File: src/lzsd_pkg.sv
`timescale 1ns / 1ps

package lzsd_pkg;

   // window geometry
   localparam int MAX_WINDOW = 4096;
   localparam int MAX_MATCH  = 18;
   localparam int WIN_AW     = $clog2(MAX_WINDOW);
   localparam int FILL_W     = WIN_AW + 1;
   localparam int WIN_LG_MIN = 5;
   localparam logic [3:0] WIN_LOG2_RESET = 4'd12;

   // token fields
   localparam int OFFSET_W = 12;
   localparam int LEN_W    = 4;
   localparam int REM_W    = 5;
   localparam int COUNT_W  = 24;
   localparam int CSR_W    = 24;

   // queue sizes
   localparam int CMDQ_DEPTH = 4;
   localparam int CMDQ_AW    = $clog2(CMDQ_DEPTH);
   localparam int RSPQ_DEPTH = 4;
   localparam int RSPQ_AW    = $clog2(RSPQ_DEPTH);

   localparam logic [7:0] SPACE_CHAR  = 8'h20;
   localparam logic [7:0] INVERT_MASK = 8'hFF;
   localparam logic [COUNT_W-1:0] OUT_LIMIT_RESET = '1;

   // configuration register indexes
   typedef enum logic [1:0] {
      CSR_INVERT    = 2'd0,
      CSR_WIN_LOG2  = 2'd1,
      CSR_OUT_LIMIT = 2'd2
   } csr_index_type;

   // token parser phase
   typedef enum logic [2:0] {
      PH_FLAG  = 3'b001,
      PH_TOKEN = 3'b010,
      PH_HIGH  = 3'b100
   } phase_type;

   // command from the parser to the executor
   typedef enum logic [1:0] {
      CMD_NOP   = 2'd0,
      CMD_LIT   = 2'd1,
      CMD_MATCH = 2'd2
   } cmd_kind_type;

   typedef struct packed {
      cmd_kind_type          kind;
      logic [OFFSET_W-1:0]   offset;   // literal byte sits in the low 8 bits
      logic [LEN_W-1:0]      len;
      logic                  last;
   } cmd_type;

   // one byte operation inside the executor
   typedef enum logic [1:0] {
      OP_LIT   = 2'd0,
      OP_READ  = 2'd1,
      OP_FINAL = 2'd2
   } op_kind_type;

   typedef struct packed {
      logic                valid;
      op_kind_type         kind;
      logic [7:0]          data;
      logic [WIN_AW-1:0]   addr;
      logic                run_end;
      logic                cmd_last;
   } op_type;

   typedef struct packed {
      logic [7:0]          out_byte;
      logic                run_last;
      logic                is_status;
      logic                overflow_error;
      logic [COUNT_W-1:0]  byte_count;
   } rsp_type;

   // executor issue state
   typedef enum logic [2:0] {
      IS_IDLE  = 3'b001,
      IS_MATCH = 3'b010,
      IS_FINAL = 3'b100
   } issue_state_type;

   // address mask of the window in use, log2 clamped to the legal range
   function automatic logic [WIN_AW-1:0] win_mask(input logic [3:0] lg);
      logic [3:0]      c;
      logic [WIN_AW:0] n;
      c = lg;
      if (c < 4'(WIN_LG_MIN)) c = 4'(WIN_LG_MIN);
      if (c > 4'(WIN_AW)) c = 4'(WIN_AW);
      n = (WIN_AW + 1)'(1) << c;
      return WIN_AW'(n - 1'b1);
   endfunction

   // first write position of a stream: window size minus the longest match
   function automatic logic [WIN_AW-1:0] win_start(input logic [WIN_AW-1:0] mask);
      return mask - WIN_AW'(MAX_MATCH - 1);
   endfunction

endpackage

File: src/lzsd_front.sv
`timescale 1ns / 1ps

module lzsd_front import lzsd_pkg::*; (
   input  logic       clock,
   input  logic       reset,
   input  logic       init,
   input  logic       invert,
   input  logic       push,
   input  logic [7:0] in_byte,
   input  logic       last_in,
   input  logic       cmd_full,
   output logic       full,
   output logic       cmd_push,
   output cmd_type    cmd
);

   phase_type  phase_ff, phase_in;
   logic [7:0] flag_bits_ff, flag_bits_in;
   logic [3:0] flags_left_ff, flags_left_in;
   logic [7:0] offset_low_ff, offset_low_in;

   logic       accept;
   logic [7:0] b;
   logic [3:0] left_dec;

   assign full     = cmd_full;
   assign accept   = push & ~cmd_full;
   assign b        = in_byte ^ (invert ? INVERT_MASK : 8'h00);
   assign left_dec = flags_left_ff - 4'd1;

   // parse one request byte into at most one command
   always_comb begin
      phase_in      = phase_ff;
      flag_bits_in  = flag_bits_ff;
      flags_left_in = flags_left_ff;
      offset_low_in = offset_low_ff;
      cmd_push      = 1'b0;
      cmd.kind      = CMD_NOP;
      cmd.offset    = '0;
      cmd.len       = '0;
      cmd.last      = last_in;
      if (accept) begin
         case (phase_ff)
            PH_FLAG: begin
               flag_bits_in  = b;
               flags_left_in = 4'd8;
               phase_in      = PH_TOKEN;
            end
            PH_TOKEN: begin
               if (flag_bits_ff[0]) begin
                  cmd_push      = 1'b1;
                  cmd.kind      = CMD_LIT;
                  cmd.offset    = {{(OFFSET_W - 8){1'b0}}, b};
                  flag_bits_in  = flag_bits_ff >> 1;
                  flags_left_in = left_dec;
                  phase_in      = (left_dec == 4'd0) ? PH_FLAG : PH_TOKEN;
               end else begin
                  offset_low_in = b;
                  phase_in      = PH_HIGH;
               end
            end
            PH_HIGH: begin
               cmd_push      = 1'b1;
               cmd.kind      = CMD_MATCH;
               cmd.offset    = {b[7:4], offset_low_ff};
               cmd.len       = b[3:0];
               flag_bits_in  = flag_bits_ff >> 1;
               flags_left_in = left_dec;
               phase_in      = (left_dec == 4'd0) ? PH_FLAG : PH_TOKEN;
            end
            default: begin
               phase_in = PH_FLAG;
            end
         endcase
         // end of stream: always hand a command over, drop any partial token
         if (last_in) begin
            cmd_push      = 1'b1;
            phase_in      = PH_FLAG;
            flag_bits_in  = '0;
            flags_left_in = '0;
            offset_low_in = '0;
         end
      end
      if (init) begin
         phase_in      = PH_FLAG;
         flag_bits_in  = '0;
         flags_left_in = '0;
         offset_low_in = '0;
      end
   end

   always_ff @(posedge clock) begin
      if (reset) begin
         phase_ff      <= PH_FLAG;
         flag_bits_ff  <= '0;
         flags_left_ff <= '0;
         offset_low_ff <= '0;
      end else begin
         phase_ff      <= phase_in;
         flag_bits_ff  <= flag_bits_in;
         flags_left_ff <= flags_left_in;
         offset_low_ff <= offset_low_in;
      end
   end

endmodule

File: config.mk
export PLATFORM = sky130hd
export DESIGN_NAME = lzsd_front
export DESIGN_NICKNAME = d
export VERILOG_FILES = /design/src/lzsd_pkg.sv /design/src/lzsd_front.sv
export SDC_FILE = /design/constraint.sdc
export NUM_CORES = 1
export LEC_CHECK = 0
export BUFFER_PORTS_ARGS = -buffer_cell sky130_fd_sc_hd__clkbuf_2
export CAP_MARGIN = 30
export CORE_MARGIN = 2
export CORE_UTILIZATION = 50
export DETAILED_ROUTE_END_ITERATION = 6
export PLACE_DENSITY = 0.75
export SLEW_MARGIN = 5
export SYNTH_ARGS = -nofsm -noshare
export SYNTH_HDL_FRONTEND = slang
export SYNTH_SLANG_ARGS = --single-unit
File: constraint.sdc
create_clock -name clock -period 3.3 [get_ports clock]
set_clock_uncertainty 0.1 [all_clocks]
set_input_delay 0.66 -clock clock [delete_from_list [all_inputs] [get_ports clock]]
set_output_delay 0.66 -clock clock [all_outputs]
set_load 0.1 [all_outputs]
# [After elaboration in Yosys (flattened, before gate mapping)]
# Index checks and enable logic that the tools add are counted.
[word_totals] reg_bits=23 inputBits=15 elab_cells=43 out_inout_bits=21
[op_classes] n_eq_ne=5 n_addsub=1 bitwise=3 n_reduce_logical=7 muxes=22
[op_table] operator="$mux W8" count=6
[op_table] operator="$pmux W14 S2" count=1
[op_table] operator="$pmux W8 S3" count=1
[op_table] operator="$mux W18" count=1
[op_table] operator="$mux W13" count=1
[op_table] operator="$mux W4" count=3
[op_table] operator="$pmux W4 S3" count=1
[op_table] operator="$pmux W3 S3" count=1
[op_table] operator="$xor A8 B8 Y8" count=1
[op_table] operator="$mux W3" count=2
[op_table] operator="$reduce_and A3 Y1" count=2
[op_table] operator="$logic_not A4 Y1" count=1
[op_table] operator="$reduce_bool A4 Y1" count=1
[op_table] operator="$sub A4 B1 Y4 const B" count=1
[op_table] operator="$eq A3 B1 Y1 const B" count=1
[op_table] operator="$eq A3 B2 Y1 const B" count=1
[op_table] operator="$eq A3 B3 Y1 const B" count=1
[op_table] operator="$mux W1" count=3
[op_table] operator="$ne A3 B3 Y1 const B" count=1
[op_table] operator="$mux W2" count=1
[op_table] operator="$ne A2 B2 Y1 const B" count=1
[op_table] operator="$pmux W1 S2" count=1
[op_table] operator="$reduce_and A2 Y1" count=1
[op_table] operator="$reduce_bool A2 Y1" count=1
[op_table] operator="3 further kinds" count=3

# [Depth between registers and ports, before layout]
[depth] word_depth=6 ltp_mapped=8 mapped_depth_nobuf=7

# [Least setup slack after synthesis]
# Ideal clock, no wire load.
[synth_path] kind="input port to output port" startpoint="input port invert" endpoint="output port cmd[10] in the netlist's numbering" path_slack_ns=-0.129 n_path_buf=2 cell_stages=5 arrival_ns=2.669 t_required_ns=2.540 cell_sequence="buf_2 -> buf_2 -> xor2_1 -> a22oi_1 -> nor2_1"
[synth_rtl] element="start: declaration" line_no="lzsd_front.sv:7" source="input logic invert,"
[synth_rtl] element="end: declaration" line_no="lzsd_front.sv:14" source="output cmd_type cmd"

==> impl_metrics.json <==
{
  "clock_sinks": 23,
  "ctsHoldBuffers": 0,
  "ir_worst_vdd_uv": 222,
  "fin_crit_sh": 0.907,
  "drc": 0,
  "synth_area_per_cell_um2": 8.44,
  "required_ps": 2540,
  "nFillCells": 247,
  "yosysWarnings": 0,
  "numCtsBuffers": 3,
  "vias": 1384,
  "stdcell_count": 235,
  "yosys.cell_types.count": 40,
  "arrival_ps": 2230,
  "io_pins": 36,
  "tightest_slew_ps": 713,
  "cts.path.max_buffers": 2,
  "synth-main-ff-cell": "dfxtp_1",
  "dieHeight_um": 58.5,
  "clk_pin_slew_ps": 140,
  "startpoint_type": "flip-flop",
  "fin_crit_ps": 2990,
  "hpwl_mm": 2.62,
  "synth_area_leaders": "dfxtp_1, nor2_1, a221oi_2",
  "drv_cap": 0,
  "setup_tns_ps": 0,
  "routed_via_density": 5.89,
  "grt_setup_unrepaired": "false",
  "power.static_leakage_nw": 0.640,
  "mostFrequentLayoutCells": "nor2_1, dfxtp_1, clkbuf_2, buf_4, o21ai_0",
  "finalPower_mw": 0.516,
  "async_flop_share": 0,
  "initial_core_util": 0.534,
  "ys_ff_latch": 23,
  "placedCellCount": 231,
  "die_area_mm2": 0.00342,
  "crit_fanout": 9,
  "clk_latency_ps": 330,
  "seq_area_frac_synth": 0.310,
  "final_max_slew_viol_count": 0,
  "ctsResizeCount": 0,
  "gp_routability_congestion": 0.775,
  "diodes": 0,
  "critPathCaptureType": "output pin",
  "synthToLayoutAreaGrowth_pct": 15.2,
  "dr.pass1.iters": 4,
  "die_w_um": 58.5,
  "core-area_mm2": 0.00278,
  "setup_viol": 0,
  "synth-edff-count": 0,
  "pre_cts_ws_ps": 405,
  "hold_viol": 0,
  "fin_area_mm2": 0.00171,
  "drive_gt1_frac": 0.289,
  "post_cts_buffers": 0,
  "syn-num-nets": 193,
  "port_buffers": 35,
  "rows": 19,
  "setup_slack_ps": 308,
  "place_area_mm2": 0.00168,
  "worstSetupPathType": "reg2out",
  "max_freq_ghz": 0.334,
  "powerDensity_mw_per_mm2": 302,
  "synth.top_cell.area_share": 0.310,
  "h-tree-depth": 1,
  "slew_headroom": 0.523,
  "status": "completed",
  "synthesis.area_mm2": 0.00149,
  "multi_input_comb_area_um2": 942,
  "cts_tree": "done",
  "overflow": 0,
  "holdWs_ps": 383,
  "hold_path_class": "reg2reg",
  "cts_root_buffer": "clkbuf_4",
  "nets": 222,
  "antenna_found_initial": 0,
  "grt_pass1_wl_mm": 5.79,
  "first_global_vias": 1243,
  "wl_per_cell_um": 15.2,
  "finalWirelength_mm": 3.58,
  "regArea_um2": 460,
  "grt_max_degree": 16,
  "grtUsageTotal": 0.220,
  "drt_iter0_drc": 64,
  "final_common_cell": "nor2_1",
  "final_util": 0.615,
  "synth_area_leader_cell": "dfxtp_1",
  "ant_nets": 0,
  "syn_inst": 176
}
[metal layers]
layer,global-route usage,routed length (um)
met5,0,0
met4,0.0831,49
met3,0.0286,224
met2,0.347,1690
met1,0.305,1620
[Yosys cell counts, types with 2 or more instances]
cell        n
nor2_1     33
dfxtp_1    23
o21ai_0    13
a22oi_1     9
o2bb2ai_1   9
xnor2_1     9
a21oi_1     8
nand2_1     7
xor2_1      7
a221oi_2    6
inv_1       4
and2_1      3
buf_2       3
buf_6       3
nand2b_1    3
nor2_2      3
nor2b_1     3
buf_4       2
clkbuf_1    2
ha_1        2
nand3_1     2
nand3b_1    2
nor3b_1     2
o21a_1      2
[logic make-up (layout without fill, tap and decap cells)]
family | Yosys count | after routing | synth area share
AND/OR/NAND/NOR | 66 | 66 | 0.229
AO/OA/AOI/OAI | 54 | 54 | 0.289
flip-flops | 23 | 23 | 0.310
XOR/XNOR | 16 | 16 | 0.0944
buffers and inverters | 15 | 43 | 0.0606
adder cells (fa/ha/maj) | 2 | 2 | 0.0168
[worst paths after layout]
path / from / endpoint / slack (ps) / depth (start not counted)
setup reg to reg: phase_ff[0] / flags_left_ff[2] / 1140 / 5
setup / recovery: phase_ff[1] / cmd[18] / 310 / 5
hold / removal: offset_low_ff[3] / offset_low_ff[3] / 380 / 1
hold reg to reg: offset_low_ff[3] / offset_low_ff[3] / 380 / 1
[layout make-up]
cell class | instances | area share
Clock buffer | 3 | 0.0132
Inverter | 4 | 0.00877
Timing Repair Buffer | 35 | 0.133
Multi-Input combinational cell | 138 | 0.550
Sequential cell | 23 | 0.269
Clock inverter | 1 | 0.00292
Tap cell | 31 | 0.0227
[flip-flops by register name (all words and copies together) (netlist names)]
name / cells
flags_left_ff: 4
flag_bits_ff: 8
offset_low_ff: 8
phase_ff: 3
[worst max-delay path: stages, from the launching register on]
cell and delay, ps:
dfxtp_1 430, nand2b_1 250, nor2_2 350, nand2_1 300, inv_1 120, clkbuf_2 460
[report_power, final]
part | switching (mW) | internal (mW) | total, mW
sequential | 0.00360 | 0.281 | 0.285
combinational | 0.0600 | 0.0289 | 0.0889
clock | 0.0967 | 0.0456 | 0.142
total | 0.160 | 0.356 | 0.516
No activity file was read; power rests on OpenSTA's default activity.
