### src/lzsd_pkg.sv
`timescale 1ns / 1ps

package lzsd_pkg;

   // window geometry
   localparam int MAX_WINDOW = 4096;
   localparam int MAX_MATCH  = 18;
   localparam int WIN_AW     = $clog2(MAX_WINDOW);
   localparam int FILL_W     = WIN_AW + 1;
   localparam int WIN_LG_MIN = 5;
   localparam logic [3:0] WIN_LOG2_RESET = 4'd12;

   // token fields
   localparam int OFFSET_W = 12;
   localparam int LEN_W    = 4;
   localparam int REM_W    = 5;
   localparam int COUNT_W  = 24;
   localparam int CSR_W    = 24;

   // queue sizes
   localparam int CMDQ_DEPTH = 4;
   localparam int CMDQ_AW    = $clog2(CMDQ_DEPTH);
   localparam int RSPQ_DEPTH = 4;
   localparam int RSPQ_AW    = $clog2(RSPQ_DEPTH);

   localparam logic [7:0] SPACE_CHAR  = 8'h20;
   localparam logic [7:0] INVERT_MASK = 8'hFF;
   localparam logic [COUNT_W-1:0] OUT_LIMIT_RESET = '1;

   // configuration register indexes
   typedef enum logic [1:0] {
      CSR_INVERT    = 2'd0,
      CSR_WIN_LOG2  = 2'd1,
      CSR_OUT_LIMIT = 2'd2
   } csr_index_type;

   // token parser phase
   typedef enum logic [2:0] {
      PH_FLAG  = 3'b001,
      PH_TOKEN = 3'b010,
      PH_HIGH  = 3'b100
   } phase_type;

   // command from the parser to the executor
   typedef enum logic [1:0] {
      CMD_NOP   = 2'd0,
      CMD_LIT   = 2'd1,
      CMD_MATCH = 2'd2
   } cmd_kind_type;

   typedef struct packed {
      cmd_kind_type          kind;
      logic [OFFSET_W-1:0]   offset;   // literal byte sits in the low 8 bits
      logic [LEN_W-1:0]      len;
      logic                  last;
   } cmd_type;

   // one byte operation inside the executor
   typedef enum logic [1:0] {
      OP_LIT   = 2'd0,
      OP_READ  = 2'd1,
      OP_FINAL = 2'd2
   } op_kind_type;

   typedef struct packed {
      logic                valid;
      op_kind_type         kind;
      logic [7:0]          data;
      logic [WIN_AW-1:0]   addr;
      logic                run_end;
      logic                cmd_last;
   } op_type;

   typedef struct packed {
      logic [7:0]          out_byte;
      logic                run_last;
      logic                is_status;
      logic                overflow_error;
      logic [COUNT_W-1:0]  byte_count;
   } rsp_type;

   // executor issue state
   typedef enum logic [2:0] {
      IS_IDLE  = 3'b001,
      IS_MATCH = 3'b010,
      IS_FINAL = 3'b100
   } issue_state_type;

   // address mask of the window in use, log2 clamped to the legal range
   function automatic logic [WIN_AW-1:0] win_mask(input logic [3:0] lg);
      logic [3:0]      c;
      logic [WIN_AW:0] n;
      c = lg;
      if (c < 4'(WIN_LG_MIN)) c = 4'(WIN_LG_MIN);
      if (c > 4'(WIN_AW)) c = 4'(WIN_AW);
      n = (WIN_AW + 1)'(1) << c;
      return WIN_AW'(n - 1'b1);
   endfunction

   // first write position of a stream: window size minus the longest match
   function automatic logic [WIN_AW-1:0] win_start(input logic [WIN_AW-1:0] mask);
      return mask - WIN_AW'(MAX_MATCH - 1);
   endfunction

endpackage

### src/lzsd_cmd_queue.sv
`timescale 1ns / 1ps

module lzsd_cmd_queue import lzsd_pkg::*; (
   input  logic    clock,
   input  logic    reset,
   input  logic    wr_en,
   input  cmd_type wr_data,
   input  logic    rd_en,
   output cmd_type rd_data,
   output logic    full,
   output logic    empty
);

   cmd_type            entry_ff [CMDQ_DEPTH];
   logic [CMDQ_AW-1:0] wr_ptr_ff, wr_ptr_in;
   logic [CMDQ_AW-1:0] rd_ptr_ff, rd_ptr_in;
   logic [CMDQ_AW:0]   count_ff, count_in;
   logic               do_wr, do_rd;

   assign full    = (count_ff == (CMDQ_AW + 1)'(CMDQ_DEPTH));
   assign empty   = (count_ff == '0);
   assign do_wr   = wr_en & ~full;
   assign do_rd   = rd_en & ~empty;
   assign rd_data = entry_ff[rd_ptr_ff];

   // pointer and fill bookkeeping
   always_comb begin
      wr_ptr_in = do_wr ? wr_ptr_ff + 1'b1 : wr_ptr_ff;
      rd_ptr_in = do_rd ? rd_ptr_ff + 1'b1 : rd_ptr_ff;
      count_in  = count_ff;
      if (do_wr && !do_rd) count_in = count_ff + 1'b1;
      if (!do_wr && do_rd) count_in = count_ff - 1'b1;
   end

   always_ff @(posedge clock) begin
      if (reset) begin
         wr_ptr_ff <= '0;
         rd_ptr_ff <= '0;
         count_ff  <= '0;
      end else begin
         wr_ptr_ff <= wr_ptr_in;
         rd_ptr_ff <= rd_ptr_in;
         count_ff  <= count_in;
      end
   end

   always_ff @(posedge clock) begin
      if (do_wr) entry_ff[wr_ptr_ff] <= wr_data;
   end

endmodule

### config.mk
export PLATFORM = sky130hd
export DESIGN_NAME = lzsd_cmd_queue
export DESIGN_NICKNAME = d
export VERILOG_FILES = /design/src/lzsd_pkg.sv /design/src/lzsd_cmd_queue.sv
export SDC_FILE = /design/constraint.sdc
export NUM_CORES = 1
export LEC_CHECK = 0
export ABC_AREA = 0
export BUFFER_PORTS_ARGS = -buffer_cell sky130_fd_sc_hd__buf_4
export CAP_MARGIN = 30
export CORE_UTILIZATION = 35
export DETAILED_ROUTE_END_ITERATION = 10
export GPL_ROUTABILITY_DRIVEN = 0
export PLACE_DENSITY_LB_ADDON = 0.2
export SETUP_SLACK_MARGIN = 0.5
export SYNTH_ARGS = -nofsm -noshare
export SYNTH_HDL_FRONTEND = slang
export SYNTH_SLANG_ARGS = --single-unit
### constraint.sdc
create_clock -name clock -period 3.09 [get_ports clock]
set_input_delay 0.618 -clock clock [delete_from_list [all_inputs] [get_ports clock]]
set_output_delay 0.618 -clock clock [all_outputs]
set_load 0.05 [all_outputs]
Word-level counts from Yosys, hierarchy flattened
Memory sizes are Yosys's and may differ from the RTL's. A register that Yosys moved wholly into a read port is not among the register bits.
Index checks and enable logic that the tools add are counted.
- register bits after elaboration: 7
- bits in writable memories: 76
- input bits: 23
- output and inout port bits: 21
- logic and storage cells: 25
- memories: 1
- add/subtract/negate cells: 4
- equal/unequal tests: 1
- multiplexer cells: 6
- bitwise gates (word level): 4
- reductions and logical operators: 6
- memories (memory ; depth ; bits a word ; read ports ; clocked after memory_dff ; wr ports ; RTL line ; source):
    entry_ff ; 4 ; 19 ; 1 ; 1 ; 1 ; lzsd_cmd_queue.sv:14 ; cmd_type entry_ff [CMDQ_DEPTH];
- operator list (kind ; count):
    $mux W3 ; 2
    $add A2 B1 Y2 const B ; 2
    $mux W2 ; 2
    $add A3 B1 Y3 const B ; 1
    $eq A3 B3 Y1 const B ; 1
    $logic_not A3 Y1 ; 1
    $sub A3 B1 Y3 const B ; 1
    $and A1 B1 Y1 ; 2
    $logic_and A1 B1 Y1 ; 2
    $logic_not A1 Y1 ; 2
    $mux W1 ; 2
    $not A1 Y1 ; 2
    $reduce_bool A2 Y1 ; 1

Logic depth before layout (Yosys ltp)
Gate-level depths: netlist of run 1.
- depth after elaboration: 7
- depth in mapped cells: 9
- depth with buffers taken out: 9

Worst setup path after synthesis of run 1
Ideal clock, no wire load.
- kind: register -> register
- start: reg count_ff[2]
- end: reg count_ff[2]
- setup time: 0.070 ns
- arrival: 2.543 ns
- data required time: 3.020 ns
- path slack: 0.477 ns
- stages on the path, launching flop included: 10
- buffers on the path: 0
- clock period less this slack: 2.613 ns
- path through: dfxtp_1 nor3b_2 nor2_1 inv_1 ha_1 inv_1 fa_1 xor2_1 or3_1 a21oi_1
- cells in the longest elaborated chain, start to end: 6
- elaborated cells between the ends (all ways): 15
- those cells by class: add/sub: 2; eq/ne: 1; mux: 2; bitwise: 4; reduce/logical: 6
- ends and longest elaborated chain (element ; RTL line ; source):
    from (decl) ; lzsd_cmd_queue.sv:17 ; logic [CMDQ_AW:0] count_ff, count_in;
    from (signal assigned) ; lzsd_cmd_queue.sv:43 ; count_ff <= count_in;
    $eq A3 B3 Y1 (*) ; lzsd_cmd_queue.sv:20 ; assign full = (count_ff == (CMDQ_AW + 1)'(CMDQ_DEPTH));
    net full ; lzsd_cmd_queue.sv:10 ; output logic full,
    $not A1 Y1 (*) ; lzsd_cmd_queue.sv:22 ; assign do_wr = wr_en & ~full;
    $and A1 B1 Y1 (*) ; lzsd_cmd_queue.sv:22 ;
    $logic_not A1 Y1 ; lzsd_cmd_queue.sv:32 ; if (!do_wr && do_rd) count_in = count_ff - 1'b1;
    $logic_and A1 B1 Y1 ; lzsd_cmd_queue.sv:32 ;
    $mux W3 or $reduce_bool A2 Y1 (tied branches) ; n/a ;
Mark *: on every way through the listed nets, which the timed path passes. The rest lies on a longest branch. The select of a mux whose other input is x is not followed.
A chain may end at the register's enable or synchronous reset.

==> results of run 1 <==
## power by group through the flow
stage	clock network [mW]	logic [mW]	registers [mW]
6_report	0.757	1.17	1.42
5_1_grt	0.836	1.23	1.43
4_1_cts	0.787	1.19	1.42
3_5_place_dp	0	1.19	1.45
3_3_place_gp	0	1.18	1.45
2_1_floorplan	0	0.900	1.44
## synth_stat cells (all sizes together), types with 2 or more instances
master  instances
a21oi           4
and2            4
buf             5
dfxtp           9
edfxtp         76
ha              5
inv             8
mux4           19
nand2b          2
nor2            6
o21ai           3
or3             3
xor2            3
## cells by family (layout without fill, tap and decap cells)
| logic type | after synthesis | in the layout | synth area share |
|---|---|---|---|
| AND/OR/NAND/NOR | 18 | 18 | 0.03069 |
| AO/OA/AOI/OAI | 8 | 8 | 0.01305 |
| flip-flops | 85 | 85 | 0.7552 |
| multiplexers | 20 | 20 | 0.1447 |
| XOR/XNOR | 3 | 3 | 0.008060 |
| buffers and inverters | 13 | 73 | 0.02302 |
| adder cells (fa/ha/maj) | 6 | 6 | 0.02533 |
## state kept, by name (all words and copies together), names as in the netlist, named ones only
signal,flops
entry_ff,76
wr_ptr_ff,2
rd_ptr_ff,2
count_ff,3
## through the flow
step	hold WS (ps)	utilization
after floorplan	459.1	-
final	472.7	0.4410
after detailed placement	484.6	0.4189
after global placement	477.5	0.4189
after global routing	436.5	0.4410
after CTS	452.9	0.4410
## per-layer routing
layer | vias to the layer above | track usage
li1 | 721 | -
met1 | 758 | 0.1290
met2 | 33 | 0.2075
met3 | 5 | 0.05390
met4 | 0 | 0.03100
met5 | - | 0
## cell type report
type	instances	area share
clock buffer	9	0.03159
clock inverter	7	0.01851
inverter	8	0.007658
multi-input combinational	55	0.1860
sequential	85	0.6280
tap	108	0.03446
timing repair buffer	49	0.09381
## worst min-delay path by stage
| stage | slack (ps) | endpoint | from |
|---|---|---|---|
| 2_1_floorplan | 460 | flip-flop | rd_ptr_ff[1]$_SDFFE_PP0P_ |
| 3_3_place_gp | 480 | rd_ptr_ff[1]$_SDFFE_PP0P_ | rd_ptr_ff[1]$_SDFFE_PP0P_ |
| 5_1_grt | 440 | entry_ff[2][12]$_DFFE_PP_ | wr_data[12] |
| 6_report | 470 | entry_ff[2][12]$_DFFE_PP_ | wr_data[12] |
| 4_1_cts | 450 | entry_ff[2][17]$_DFFE_PP_ | wr_data[17] |
| 3_5_place_dp | 480 | flip-flop | rd_ptr_ff[1]$_SDFFE_PP0P_ |
==> reports/summary.txt, run 1 <==
Worst stage delay on the critical path: 630 ps
Synth top area share: 0.6999
TritonCTS Buffers: 9
Clk_lat worst skew: 340 ps
Critical path's most frequent cell: buf_4
F_max: 0.4082 GHz
R2r worst-path depth: 9
Initial DRC Count: 104
Sink Count: 85
Synth area leader: edfxtp_1
Int Pwr: 2.175 mW
Sw Pwr: 1.169 mW
Post-Syn Area: 3261 sq um
Post-CTS Resized: 0
# rows: 34
Final hold violations: 0
RSZ-0062 raised after global routing: no
Core area: 8891 sq um
Max-Cap Viols: 0
WP depth: 3
Status: finished with violations
Final ANT Viol Nets: 0
Sw frac: 0.3496
Overall routed net length: 5.157 mm
Routed met3 length: 263 um
Worst-path maximum fanout: 19
Critical path class: flip-flop to primary output
Syn Nets: 182
DR DRC count: 2
CTS tree: built
Reg2reg setup slack: 960 ps
Clock root cell: clkbuf_8
Worst vdd rail ir drop: 0.0005802 V
Worst Hold Class: primary input to flip-flop
Highest Signal Layer: met4
PD cells: 853.0 nW/um^2
Global-route usage over all layers: 0.1179
Mapped Avg Cell Area: 21.31 sq um
Final period utilization: 0.7928
Detailed Routing Iterations Pass 1: 9
CP endpoint kind: primary output
Crit path to: rd_data[13]
Synth unique cells: 23
Postcts setup bufs: 0
Reg2reg end: count_ff[2]$_SDFFE_PP0P_
Req. time, crit path: 2470 ps
Synth area leaders: edfxtp_1 70%, mux4_1 7.3%, mux4_2 6.9%, dfxtp_1 5.5%, ha_1 1.9%
Vias in the first global route: 1,582
Tmin final: 2450 ps
Final worst-path setup slack: 640.3 ps
Post-layout net count: 237
Synth Instances: 153
First-pass GRT wire length: 8.169 mm
Multi-input gate area: 729.5 sq um
DIE AREA: 9706 sq um
Max_slew headroom: 0.7542
Commonest non-fill, non-tap cell in the layout: edfxtp_1
Area grow syn2layout: 20.26%
Tot Pwr: 3.345 mW
Ant. Diodes: 0
Die Width: 98.52 um
DR WL met2: 2.703 mm
Final Non-Filler Cells: 321
RR Startpoint: count_ff[2]$_SDFFE_PP0P_
Hold-fix buffers, CTS: 0
Setup WS pre-CTS: 851.6 ps
Die height: 98.52 um
Synth async-reset ratio: 0
CP max-delay cell: mux4_1
Critical Path AT: 1830 ps
I/O pin total: 44
Synth Flop Type: edfxtp_1
Worst Setup Start Kind: flip-flop
Quantity of I/O buffers inserted on ports: 43
Hpwl dp: 3.157 mm
Post-DP Area: 3725 sq um
Final Max Slew Viols: 0
Hold Path Stages: 1
Critical-path cell list: buf_4 > mux4_1 > buf_4
Clk network pwr share: 0.226
Actual slew at the worst max-slew pin: 368.8 ps
Number of warnings issued by yosys: 0
Crit path buffers/inverters: 2
CTS H-tree depth: 3
Post-synth EDFFs: 76
Initial Utilization: 0.3667
Seq/Total Area, Yosys: 0.7552
Failing checks: DRC
Design Area, Final: 3921 sq um
# setup viols final: 0
Vias per cell: 4.726
Commonest non-fill, non-tap cells in the layout: 76 x edfxtp_1, 49 x buf_4, 10 x mux4_2
Vias: 1,517
Post-route met1 wirelength: 2.140 mm
Initial antenna violation count: 0
Pleak: 1.368 nW
Reg area: 2462 sq um
Max Clock Skew: 6.084 ps
Largest net degree at the start of global routing: 20
CTS clock-pin slew for the worst setup and hold paths: 80 ps
Reg power frac: 0.425
Avg WL per Cell: 16.07 um
Setup TNS: 0 ps
Fillers: 778
Cell count after placement: 305
Largest delay contributor family on the critical path: multiplexers
CTS max path bufs: 2
Share of cells above drive strength 1: 0.3474
GRT overflow: 0
Power share of the combinational group: 0.348
Synthesized flop and latch total: 85
(Power assumes the default switching activity.)
==> run 2: changes to the inputs <==
ABC_AREA = 1   (was 0)
clock period = 2.3 ns   (was 3.09 ns; I/O delays follow)
==> reports/summary.txt, run 2 <==
Status: complete, no violations
Mapped Avg Cell Area: 13.29 sq um (-38%)
Post-synth EDFFs: 76 (unchanged)
Post-DP Area: 3945 sq um (+5.9%)
Max-Cap Viols: 0 (unchanged)
TritonCTS Buffers: 9 (unchanged)
Vias per cell: 4.631 (-2.0%)
GR peak layer: met2
Worst Setup Start Kind: flip-flop
Critical Path AT: 1420 ps (-410 ps)
M2 GR Usage: 0.2345 (+0.02698)
Sink Count: 85 (unchanged)
Post-Syn Area: 3374 sq um (+3.5%)
Max FFs per register: 76 (unchanged)
Hold WS: 305.9 ps (-166.7 ps)
Overall routed net length: 6.816 mm (+32%)
Synth area leaders: edfxtp_1 68%, o21ai_0 5.6%, dfxtp_1 5.3%, nor2_1 4.6%, o22ai_1 3.5%
DR DRC count: 0 (-2)
Detailed Routing Iterations Pass 1: 4 (-5)
Clock root cell: clkbuf_8
Final ANT Viol Nets: 0 (unchanged)
R2r worst-path depth: 13 (+4)
Met1 Usage GRT: 0.1783 (+0.04921)
Req. time, crit path: 1840 ps (-630 ps)
Final Max Slew Viols: 0 (unchanged)
Area grow syn2layout: 33.26%
CP endpoint kind: primary output
First-pass GRT wire length: 10.51 mm (+29%)
F_max: 0.5315 GHz
I/O pin total: 44 (unchanged)
# rows: 35 (+2.9%)
Synth unique cells: 25 (+8.7%)
Quantity of I/O buffers inserted on ports: 43 (unchanged)
PD cells: 1167 nW/um^2 (+37%)
Final Non-Filler Cells: 447 (+39%)
Hpwl dp: 4.106 mm (+30%)
Die height: 100.2 um (+1.7%)
Number of warnings issued by yosys: 0 (unchanged)
Global-route usage over all layers: 0.1414 (+0.02355)
RSZ-0062 raised after global routing: yes
Commonest non-fill, non-tap cell in the layout: edfxtp_1
Initial Utilization: 0.3635 (-0.003255)
Share of cells above drive strength 1: 0.4497 (+0.1023)
Final worst-path setup slack: 418.4 ps (-222.0 ps)
Synth area leader: edfxtp_1
Worst-path maximum fanout: 14 (-5)
Vias in the first global route: 2,105 (+33%)
GRT overflow: 0 (unchanged)
Cell count after placement: 423 (+39%)
Clk_lat worst skew: 340 ps (about the same)
Max Clock Skew: 8.440 ps (+2.355 ps)
Tmin final: 1882 ps
CTS clock-pin slew for the worst setup and hold paths: 70 ps (about the same)
# setup viols final: 0 (unchanged)
Crit path to: rd_data[18]
Avg WL per Cell: 15.25 um (-5.1%)
Vias: 2,070 (+36%)
Synth Instances: 254 (+66%)
Met3 usage: 0.04526 (-0.008636)
Top-count cell post-synth: edfxtp_1
Synth Flop Type: edfxtp_1
Largest regs: entry_ff (76), count_ff (3)
Worst Hold Class: primary input to flip-flop
Final period utilization: 0.8181
Seq/Total Area, Yosys: 0.7297 (-0.02548)
Setup WS pre-CTS: 471.7 ps (-379.9 ps)
Synth top area share: 0.6763 (-0.02362)
Synthesized flop and latch total: 85 (unchanged)
Die Width: 100.2 um (+1.7%)
CTS tree: built
CTS H-tree depth: 3 (unchanged)
Post-layout net count: 343 (+45%)
Largest net degree at the start of global routing: 27 (+35%)
Commonest non-fill, non-tap cells in the layout: 76 x edfxtp_1, 35 x buf_4, 27 x nor2_1, 20 x nor2_2, 20 x buf_6
RR Startpoint: count_ff[1]$_SDFFE_PP0P_
Setup TNS: 0 ps (unchanged)
Core area: 9284 sq um (+4.4%)
Reg2reg setup slack: 660 ps (-300 ps)
Initial DRC Count: 67 (-36%)
Worst vdd rail ir drop: 0.0007487 V (+29%)
Synth async-reset ratio: 0 (unchanged)
Initial antenna violation count: 0 (unchanged)
Final hold violations: 0 (unchanged)
Ant. Diodes: 0 (unchanged)
Largest Register: entry_ff
Pleak: 1.640 nW (+20%)
Syn Nets: 283 (+55%)
Critical path class: flip-flop to primary output
Top cells by count, synth: 76 x edfxtp_1, 41 x nor2_1, 38 x o21ai_0, 19 x o22ai_1, 18 x inv_1
Reg2reg end: count_ff[2]$_SDFFE_PP0P_
Max_slew headroom: 0.7783 (+0.02410)
CTS max path bufs: 2 (unchanged)
Design Area, Final: 4497 sq um (+15%)
Actual slew at the worst max-slew pin: 332.6 ps (-36.15 ps)
DIE AREA: 10,040 sq um (+3.4%)
## run 2: report_power, final
group | internal (mW) | switching, mW
clock network | 0.601 | 0.495
logic | 0.821 | 1.39
registers | 1.86 | 0.0897
## run 2: worst min-delay path by stage
stage | slack [ps] | end | from | depth (start not counted)
after floorplan | 460 | flip-flop | rd_ptr_ff[1]$_SDFFE_PP0P_ | 2
after CTS | 300 | wr_ptr_ff[0]$_SDFFE_PP0P_ | reset | 2
after global placement | 490 | wr_ptr_ff[1]$_SDFFE_PP0P_ | wr_ptr_ff[1]$_SDFFE_PP0P_ | 2
after detailed placement | 500 | wr_ptr_ff[1]$_SDFFE_PP0P_ | wr_ptr_ff[1]$_SDFFE_PP0P_ | 2
after global routing | 290 | entry_ff[2][14]$_DFFE_PP_ | wr_data[14] | 1
final | 310 | wr_ptr_ff[1]$_SDFFE_PP0P_ | reset | 2
## run 2: cell type report
cell class / instances / area [sq um]
clock buffers: 10 / 127.6
clock inverters: 5 / 76.32
fillers: 881 / 4787
inverters: 20 / 95.09
multi-input cells: 138 / 964.7
flip-flops and latches: 85 / 2476
well taps: 129 / 161.4
repair buffers: 60 / 595.6
## run 2: logic make-up after synthesis
| logic type | count (synthesis) | synth area share |
|---|---|---|
| DFF | 85 | 0.7297 |
| and+or+nand+nor | 68 | 0.08639 |
| AOI/OAI and AO/OA | 64 | 0.1031 |
| buffers and inverters | 31 | 0.05635 |
| adders and majority gates | 6 | 0.02447 |
## run 2: through the flow
stage | utilization | power [mW]
3_3_place_gp | 0.4249 | 3.758
3_5_place_dp | 0.4249 | 3.783
2_1_floorplan | - | 3.317
5_1_grt | 0.4844 | 5.505
4_1_cts | 0.4620 | 5.090
6_report | 0.4844 | 5.249
## run 2: worst max-delay path, cell delays in order (launching register included)
cell      delay [ps]
dfxtp_4          440
clkinv_8         100
buf_16           170
o21ai_2          140
o22ai_2           80
buf_6            160
## run 2: routing by layer
metal	vias up	share of wire
met3	5	0.039
met4	0	0.010
met2	25	0.49
li1	1026	-
met5	-	0
met1	1014	0.46
## run 2: what timing repair did
action | CTS | global route
endpoints found under the setup margin | 20 | 20
buffers inserted | 1 | 6
hold buffers | 0 | 0
pin swaps | 2 | 3
cloned | 1 | 1
resized for setup | 41 | 57
